## src/rtl/gqg_pkg.sv

```systemverilog
// shared types, constants and codes for the group quantized gemv row block
package gqg_pkg;

	localparam int LANES = 8;
	localparam int CODE_W = 8;
	localparam int ACT_W = 16;
	localparam int SCALE_W = 16;
	localparam int P1_W = CODE_W + SCALE_W;
	localparam int PROD_W = P1_W + ACT_W;
	localparam int GS_W = 13;
	localparam int OUT_W = 48;
	localparam int LANE_W = 3;

	localparam int DEF_MAX_GROUPS = 64;
	localparam int DEF_MAX_COLUMNS = 8192;
	localparam int DEF_ACC_WIDTH = 48;

	localparam logic [GS_W-1:0] DEF_GROUP = 13'd128;

	// weight packing codes
	localparam logic [1:0] FMT_2BIT = 2'd0;
	localparam logic [1:0] FMT_3BIT = 2'd1;
	localparam logic [1:0] FMT_4BIT = 2'd2;
	localparam logic [1:0] FMT_8BIT = 2'd3;

	// item kinds
	localparam logic ACT_LOAD_SCALE = 1'b0;
	localparam logic ACT_CHUNK = 1'b1;

	// register indexes
	localparam logic REG_FORMAT = 1'b0;
	localparam logic REG_GROUP = 1'b1;

	typedef struct packed {
		logic action;
		logic [23:0] packed_bits;
		logic signed [ACT_W-1:0] act0;
		logic signed [ACT_W-1:0] act1;
		logic signed [ACT_W-1:0] act2;
		logic signed [ACT_W-1:0] act3;
		logic signed [ACT_W-1:0] act4;
		logic signed [ACT_W-1:0] act5;
		logic signed [ACT_W-1:0] act6;
		logic signed [ACT_W-1:0] act7;
		logic signed [SCALE_W-1:0] scale_value;
		logic row_end;
	} item_t;

	typedef struct packed {
		logic signed [OUT_W-1:0] row_sum;
		logic saturated;
	} result_t;

	// classified item handed from front to back
	typedef struct packed {
		logic action;
		logic [LANE_W-1:0] last_lane;
		logic [LANES-1:0][CODE_W-1:0] codes;
		logic [LANES-1:0][ACT_W-1:0] acts;
		logic [SCALE_W-1:0] scale;
		logic row_end;
	} cmd_t;

endpackage

```

## src/rtl/gqg_front.sv

```systemverilog
// front: accepts items, unpacks weight codes and queues classified commands
module gqg_front
	import gqg_pkg::*;
(
	input logic clk,
	input logic arst_n,
	input logic [1:0] weight_format,
	input logic push,
	output logic full,
	input item_t item,
	output logic hd_valid,
	output cmd_t hd,
	input logic hd_pop
);

	cmd_t cmd;
	cmd_t fifo_q [2];
	logic wr_q;
	logic rd_q;
	logic [1:0] cnt_q;
	logic do_push;

	// unpack codes and remove the offset of the 2, 3 and 4 bit formats
	always_comb begin
		cmd = '0;
		cmd.action = item.action;
		cmd.row_end = item.row_end;
		cmd.scale = item.scale_value;
		cmd.acts[0] = item.act0;
		cmd.acts[1] = item.act1;
		cmd.acts[2] = item.act2;
		cmd.acts[3] = item.act3;
		cmd.acts[4] = item.act4;
		cmd.acts[5] = item.act5;
		cmd.acts[6] = item.act6;
		cmd.acts[7] = item.act7;
		case (weight_format)
			FMT_2BIT: begin
				cmd.last_lane = 3'd3;
				for (int k = 0; k < 4; k++)
					cmd.codes[k] = CODE_W'({6'd0, item.packed_bits[2*k +: 2]}) - 8'd2;
			end
			FMT_3BIT: begin
				cmd.last_lane = 3'd7;
				for (int k = 0; k < 8; k++)
					cmd.codes[k] = CODE_W'({5'd0, item.packed_bits[3*k +: 3]}) - 8'd4;
			end
			FMT_4BIT: begin
				cmd.last_lane = 3'd1;
				for (int k = 0; k < 2; k++)
					cmd.codes[k] = CODE_W'({4'd0, item.packed_bits[4*k +: 4]}) - 8'd8;
			end
			default: begin
				cmd.last_lane = 3'd0;
				cmd.codes[0] = item.packed_bits[7:0];
			end
		endcase
	end

	assign full = (cnt_q == 2'd2);
	assign hd_valid = (cnt_q != 2'd0);
	assign hd = fifo_q[rd_q];
	assign do_push = push && !full;

	// two entry command queue
	always_ff @(posedge clk or negedge arst_n) begin
		if (!arst_n) begin
			wr_q <= 1'b0;
			rd_q <= 1'b0;
			cnt_q <= 2'd0;
		end else begin
			if (do_push)
				wr_q <= ~wr_q;
			if (hd_pop)
				rd_q <= ~rd_q;
			cnt_q <= cnt_q + {1'b0, do_push} - {1'b0, hd_pop};
		end
	end

	always_ff @(posedge clk) begin
		if (do_push)
			fifo_q[wr_q] <= cmd;
	end

endmodule

```

## src/rtl/gqg_back.sv

```systemverilog
// back: column sequencer, scale store, multiply pipeline and saturating accumulator
module gqg_back
	import gqg_pkg::*;
#(
	parameter int MAX_GROUPS = DEF_MAX_GROUPS,
	parameter int MAX_COLUMNS = DEF_MAX_COLUMNS,
	parameter int ACC_WIDTH = DEF_ACC_WIDTH
) (
	input logic clk,
	input logic arst_n,
	input logic [GS_W-1:0] grp_len,
	input logic hd_valid,
	input cmd_t hd,
	output logic hd_pop,
	output logic empty,
	input logic pop,
	output result_t result
);

	localparam int GW = (MAX_GROUPS > 1) ? $clog2(MAX_GROUPS) : 1;
	localparam int GIW = $clog2(MAX_GROUPS + 1);
	localparam int CW = $clog2(MAX_COLUMNS + 1);
	localparam int SW = ((ACC_WIDTH > PROD_W) ? ACC_WIDTH : PROD_W) + 1;
	localparam logic signed [SW-1:0] HI = {{(SW-ACC_WIDTH+1){1'b0}}, {(ACC_WIDTH-1){1'b1}}};
	localparam logic signed [SW-1:0] LO = ~HI;

	logic signed [SCALE_W-1:0] mem [MAX_GROUPS];

	logic [GIW-1:0] ptr_q;
	logic [CW-1:0] col_q;
	logic [GIW-1:0] gidx_q;
	logic [GS_W-1:0] within_q;
	logic [LANE_W-1:0] lane_q;

	logic v_s1, last_s1, zero_s1;
	logic signed [CODE_W-1:0] code_s1;
	logic signed [ACT_W-1:0] act_s1;
	logic signed [SCALE_W-1:0] scale_s1;
	logic v_s2, last_s2;
	logic signed [P1_W-1:0] p1_s2;
	logic signed [ACT_W-1:0] act_s2;
	logic v_s3, last_s3;
	logic signed [PROD_W-1:0] p2_s3;

	logic signed [ACC_WIDTH-1:0] acc_q;
	logic clip_q;
	logic out_v_q;
	logic signed [OUT_W-1:0] out_sum_q;
	logic out_clip_q;

	logic st;
	logic issue;
	logic lane_done;
	logic col_last;
	logic contrib;
	logic [GS_W-1:0] gs;
	logic [GS_W:0] within_nx;
	logic signed [CODE_W-1:0] code_sel;
	logic signed [SW-1:0] sum;
	logic signed [ACC_WIDTH-1:0] acc_nx;
	logic clip_nx;

	// stall the whole back pipe while a row result cannot be handed over
	assign st = v_s3 && last_s3 && out_v_q && !pop;
	assign lane_done = (lane_q == hd.last_lane);
	assign issue = hd_valid && !st && (hd.action == ACT_CHUNK);
	assign hd_pop = hd_valid && !st && ((hd.action == ACT_LOAD_SCALE) || lane_done);
	assign col_last = hd.row_end && lane_done;
	assign contrib = (CW'(col_q) < CW'(MAX_COLUMNS));
	assign gs = (grp_len == '0) ? DEF_GROUP : grp_len;
	assign within_nx = {1'b0, within_q} + 1'b1;
	assign code_sel = contrib ? signed'(hd.codes[lane_q]) : '0;

	// column and group counters
	always_ff @(posedge clk or negedge arst_n) begin
		if (!arst_n) begin
			ptr_q <= '0;
			col_q <= '0;
			gidx_q <= '0;
			within_q <= '0;
			lane_q <= '0;
		end else if (hd_valid && !st) begin
			if (hd.action == ACT_LOAD_SCALE) begin
				if (ptr_q < GIW'(MAX_GROUPS))
					ptr_q <= ptr_q + 1'b1;
			end else begin
				lane_q <= lane_done ? '0 : lane_q + 1'b1;
				if (col_last) begin
					ptr_q <= '0;
					col_q <= '0;
					gidx_q <= '0;
					within_q <= '0;
				end else if (contrib) begin
					col_q <= col_q + 1'b1;
					if (within_nx >= {1'b0, gs}) begin
						within_q <= '0;
						if (gidx_q < GIW'(MAX_GROUPS))
							gidx_q <= gidx_q + 1'b1;
					end else begin
						within_q <= within_nx[GS_W-1:0];
					end
				end
			end
		end
	end

	// scale store with registered read
	always_ff @(posedge clk) begin
		if (hd_valid && !st && hd.action == ACT_LOAD_SCALE && ptr_q < GIW'(MAX_GROUPS))
			mem[ptr_q[GW-1:0]] <= hd.scale;
		if (!st) begin
			scale_s1 <= mem[gidx_q[GW-1:0]];
			code_s1 <= code_sel;
			act_s1 <= hd.acts[lane_q];
			zero_s1 <= (gidx_q >= GIW'(MAX_GROUPS));
			p1_s2 <= P1_W'(code_s1) * P1_W'(zero_s1 ? SCALE_W'(0) : scale_s1);
			act_s2 <= act_s1;
			p2_s3 <= PROD_W'(p1_s2) * PROD_W'(act_s2);
		end
	end

	// pipe valid and row end flags
	always_ff @(posedge clk or negedge arst_n) begin
		if (!arst_n) begin
			v_s1 <= 1'b0;
			v_s2 <= 1'b0;
			v_s3 <= 1'b0;
			last_s1 <= 1'b0;
			last_s2 <= 1'b0;
			last_s3 <= 1'b0;
		end else if (!st) begin
			v_s1 <= issue;
			last_s1 <= issue && col_last;
			v_s2 <= v_s1;
			last_s2 <= last_s1;
			v_s3 <= v_s2;
			last_s3 <= last_s2;
		end
	end

	// saturating add
	always_comb begin
		sum = SW'(acc_q) + SW'(p2_s3);
		acc_nx = sum[ACC_WIDTH-1:0];
		clip_nx = clip_q;
		if (sum > HI) begin
			acc_nx = HI[ACC_WIDTH-1:0];
			clip_nx = 1'b1;
		end else if (sum < LO) begin
			acc_nx = LO[ACC_WIDTH-1:0];
			clip_nx = 1'b1;
		end
	end

	// accumulator and result register
	always_ff @(posedge clk or negedge arst_n) begin
		if (!arst_n) begin
			acc_q <= '0;
			clip_q <= 1'b0;
			out_v_q <= 1'b0;
		end else begin
			if (pop && out_v_q)
				out_v_q <= 1'b0;
			if (v_s3 && !st) begin
				if (last_s3) begin
					acc_q <= '0;
					clip_q <= 1'b0;
					out_v_q <= 1'b1;
				end else begin
					acc_q <= acc_nx;
					clip_q <= clip_nx;
				end
			end
		end
	end

	always_ff @(posedge clk) begin
		if (v_s3 && last_s3 && !st) begin
			out_sum_q <= OUT_W'(64'(acc_nx));
			out_clip_q <= clip_nx;
		end
	end

	assign empty = !out_v_q;
	assign result.row_sum = out_sum_q;
	assign result.saturated = out_clip_q;

	a_stall_holds: assert property (@(posedge clk) disable iff (!arst_n)
		st |=> (v_s3 && last_s3))
		else $error("row end transaction lost while stalled");
	a_row_clears: assert property (@(posedge clk) disable iff (!arst_n)
		(v_s3 && last_s3 && !st) |=> (acc_q == '0 && !clip_q && out_v_q))
		else $error("accumulator not cleared after row end");
	a_ptr_range: assert property (@(posedge clk) disable iff (!arst_n)
		(ptr_q <= GIW'(MAX_GROUPS)) && (gidx_q <= GIW'(MAX_GROUPS)))
		else $error("scale pointer or group index out of range");

endmodule

```

## src/rtl/group_quant_gemv_row.sv

```systemverilog
// top level: register port, front queue and back compute pipe
// a row end result passes stages s1, s2 and s3 and then the result register after its last column issues
// the back takes one scale load or one chunk column per cycle while not stalled; a chunk holds 1, 2, 4 or 8 columns
// the rate is set by the back column sequencer, which feeds one multiplier chain
// a two entry queue lets items be taken while the back works or a result waits
// reset clears counters, accumulator and registers; the scale store is not cleared
module group_quant_gemv_row
	import gqg_pkg::*;
#(
	parameter int MAX_GROUPS = DEF_MAX_GROUPS,
	parameter int MAX_COLUMNS = DEF_MAX_COLUMNS,
	parameter int ACC_WIDTH = DEF_ACC_WIDTH
) (
	input logic clk,
	input logic arst_n,
	input logic psel,
	input logic penable,
	input logic pwrite,
	input logic [2:0] paddr,
	input logic [31:0] pwdata,
	output logic [31:0] prdata,
	output logic pready,
	input logic push,
	output logic full,
	input item_t item,
	output logic empty,
	input logic pop,
	output result_t result
);

	logic [1:0] fmt_q;
	logic [GS_W-1:0] gsize_q;
	logic hd_valid;
	logic hd_pop;
	cmd_t hd;

	assign pready = 1'b1;

	// configuration registers
	always_ff @(posedge clk or negedge arst_n) begin
		if (!arst_n) begin
			fmt_q <= FMT_4BIT;
			gsize_q <= DEF_GROUP;
		end else if (psel && penable && pwrite) begin
			case (paddr[2])
				REG_FORMAT: fmt_q <= pwdata[1:0];
				REG_GROUP: gsize_q <= pwdata[GS_W-1:0];
				default: ;
			endcase
		end
	end

	// register read back
	always_comb begin
		case (paddr[2])
			REG_FORMAT: prdata = {30'd0, fmt_q};
			REG_GROUP: prdata = {19'd0, gsize_q};
			default: prdata = '0;
		endcase
	end

	gqg_front u_front (
		.clk(clk),
		.arst_n(arst_n),
		.weight_format(fmt_q),
		.push(push),
		.full(full),
		.item(item),
		.hd_valid(hd_valid),
		.hd(hd),
		.hd_pop(hd_pop)
	);

	gqg_back #(
		.MAX_GROUPS(MAX_GROUPS),
		.MAX_COLUMNS(MAX_COLUMNS),
		.ACC_WIDTH(ACC_WIDTH)
	) u_back (
		.clk(clk),
		.arst_n(arst_n),
		.grp_len(gsize_q),
		.hd_valid(hd_valid),
		.hd(hd),
		.hd_pop(hd_pop),
		.empty(empty),
		.pop(pop),
		.result(result)
	);

endmodule
```

## config.mk

```make
export PLATFORM = sky130hd
export DESIGN_NAME = group_quant_gemv_row
export DESIGN_NICKNAME = d
export VERILOG_FILES = /design/src/rtl/gqg_pkg.sv /design/src/rtl/gqg_front.sv /design/src/rtl/gqg_back.sv /design/src/rtl/group_quant_gemv_row.sv
export SDC_FILE = /design/constraint.sdc
export NUM_CORES = 2
export LEC_CHECK = 0
export ABC_AREA = 1
export BUFFER_PORTS_ARGS = -buffer_cell sky130_fd_sc_hd__buf_2
export CAP_MARGIN = 20
export CORE_ASPECT_RATIO = 1.1
export CORE_MARGIN = 1.5
export CORE_UTILIZATION = 50
export DETAILED_ROUTE_END_ITERATION = 10
export HOLD_SLACK_MARGIN = 0.02
export PLACE_DENSITY = 0.76
export RECOVER_POWER = 50
export SLEW_MARGIN = 0
export SYNTH_ARGS = -nofsm -noshare
export SYNTH_HDL_FRONTEND = slang
export SYNTH_SLANG_ARGS = --single-unit
```

## constraint.sdc

```tcl
create_clock -name clk -period 17.5 [get_ports clk]
set_clock_uncertainty 0.2 [all_clocks]
set_input_delay 0.875 -clock clk [delete_from_list [all_inputs] [get_ports clk]]
set_output_delay 0.875 -clock clk [all_outputs]
set_load 0.05 [all_outputs]
```

==> impl_metrics.toml <==
[yosys]
syn_area_per_cell_um2 = 10.75
synth_edf_count = 1552
ys_ff_latch = 1671
ys_warn_count = 0
synth-async-reset-ratio_pct = 7.121
synth_area_um2 = 88100
syn_inst = 8193
synth_flop_cell = "edfxtp_1"
ys_top_cells_by_area = "edfxtp_1 53%, fa_1 11%, nand2_1 6.0%, inv_1 4.6%, nor2_1 4.3%"
yosysTopAreaCell = "edfxtp_1"
ys_types = 60
ys_seq_area_share_pct = 56.28
yosysTopAreaCellShare_pct = 52.90

[grt]
grt_use_met2_pct = 41.44
grt-ovfl-total = 0
grtUsageMet3_pct = 3.999
grt_max_degree = 219
grt_busiest_layer = "met2"
grt_pass1_vias = 62314
groute.layer.met1.usage_pct = 32.04
grt_pass1_wl_mm = 345.9
antenna_found_initial = 18
grt_usage_pct = 24.87

[worst_setup_path]
crit_path_start_kind = "flip-flop"
cpPeakStageDelay_ps = 7220
r2r_setup_slack_ps = 8110
worstSetupEndpointType = "flip-flop"
required_ps = 17400
crit_fanout = 180
cp_slowest_cell = "clkbuf_1"
path_buf_inv = 2
path_delay_family = "buffers and inverters"
crit_start = "u_front.cnt_q[1]"
path_cells = "inv_1 > o21ai_0 > nor2_4 > clkbuf_1"
crit_type = "reg -> reg"
cp.arrival_ps = 9290
r2r-start = "u_front.cnt_q[1]"

[drt]
drc = 0
routed_wl_mm = 225.9
viasPerCell = 5.723
drtPass1Iterations = 8
drtIter0Drc = 6955
detail-route-antenna-nets = 0
vias = 62286
drt-wirelength-per-cell_um = 20.76

[timing]
relSlewSlack_pct = -604.1
setup_tns_ps = 0
drv_slew = 1428
hold_violations = 0
rsz0062_at_grt = "false"
tightest_slew_ps = 10560
fmax_mhz = 106.6
setup_viol = 0
min_period_over_period_pct = 53.63
hold_ws_ps = 62.06
fin_crit_ps = 9385

[clock_tree]
hold_buffers = 132
clock_path_buffers = 3
numCtsBuffers = 164
cts_tree = "built"
clock_sinks = 1671
h-tree-depth = 4
clkSlewWorstSetupHoldPaths_ps = 60
ctsResizeCount = 0
post_cts_buffers = 0
cts-root-buf = "clkbuf_16"
clkLatencyLatePin_ps = 830

[floorplanning]
rows = 161
die_y_um = 443.3
die_w_um = 403.2
die_area_um2 = 178700
start_util_pct = 50.33
num_io_pins = 296
coreArea_um2 = 175100

[cells_and_area]
layout_commonest_cell = "edfxtp_1"
utilization_pct = 55.98
fin_nets = 9353
drive_above_1_share_pct = 6.594
final_cell_mix = "1552 x edfxtp_1, 1407 x nand2_1, 1068 x inv_1, 1003 x nor2_1, 761 x o21ai_0"
n_fill_cell = 14130
area_growth_pct = 11.22

[status]
violations = "capacitance limit, slew limit"
outcome = "complete, but fails checks"

[min_path]
hp-start = "item[93]"
hold_path_class = "in -> reg"

[placement]
place_congestion = 0.9170
hpwl_mm = 142.4
port_buffers = 254

[run]
cap_violations = 19
==> synth_stat cells (5+ instances only) <==
cell      number
o21bai_1       8
nand3_2        5
ha_1         212
nand2_2       17
xor2_1        62
fa_1         478
a221o_1        7
dfrtp_1      117
nor2_2        18
clkbuf_1     374
buf_4         23
nor4_1         7
nand3b_1      11
buf_2         13
o21ai_0      761
nand3_1      201
o22ai_1      178
nor2_1      1019
o21a_1         6
nand2_4       21
inv_1       1074
xnor2_1       34
clkinv_1       6
a221oi_1       5
or2_2         10
a31oi_1       33
nand4_1       52
buf_1          9
o211ai_1      47
nor3_1        26
edfxtp_1    1552
a21oi_1      158
nand2_1     1419
inv_2         15
o221ai_1     166
==> through the flow <==
stage	std cells	worst slack [ps]	cell area (um2)
2_1_floorplan	8211	8116	88170
3_3_place_gp	10425	10360	91560
3_5_place_dp	10427	10290	91610
4_1_cts	10857	10250	98160
5_1_grt	10881	7623	97980
6_report	10883	8115	97990
==> registers in the layout, summed over array words and instances, names as in the netlist, 24 cells and up <==
signal / cells
u_back.mem: 1024
u_back.p1_s2: 24
u_back.p2_s3: 40
u_front.fifo_q: 358
u_back.acc_q: 48
u_back.out_sum_q: 48
==> final cells by class <==
class | instances | area, um2 | share of cell area [%]
Inverter | 1096 | 4130 | 4.215
Multi-Input combinational cell | 5021 | 32820 | 33.50
Sequential cell | 1671 | 49600 | 50.62
Antenna cell | 18 | 45.04 | 0.04597
Tap cell | 2282 | 2855 | 2.914
Timing Repair Buffer | 497 | 3306 | 3.374
Clock inverter | 91 | 902.1 | 0.9206
Clock buffer | 207 | 4325 | 4.414
==> worst register-to-register path: stages, from the launching register on <==
cell	delay, ps
dfrtp_1	390
inv_1	110
o21ai_0	240
nor2_4	140
clkbuf_1	7220
==> metal layers <==
metal  vias to the layer above  share of wire [%]
li1                      28026                  -
met4                         0                4.6
met2                      3152                 49
met3                       589                8.5
met5                         -                  0
met1                     30519                 38
==> cells by family after synthesis <==
logic type,count (synthesis),synth area share (%)
compound gates,1395,9.264
fa+ha+maj,690,13.87
flops,1671,56.28
simple gates,2819,12.96
buf+inv,1519,6.645
other cells,2,0.008524
xor+xnor,96,0.9543
mux,1,0.01278
==> final timing paths <==
check                      depth (start not counted)                     end
min reg2reg                                        0       u_back.act_s2[12]
max reg2reg                                        4  u_front.fifo_q[1][106]
min in group asynchronous                          2              gsize_q[2]
min                                                1   u_front.fifo_q[0][77]
max in group asynchronous                          3         u_back.acc_q[2]
max                                                4  u_front.fifo_q[1][106]
Power is not shown: default switching activity piles up to over one toggle a cycle in this logic, so the estimate is an artifact.
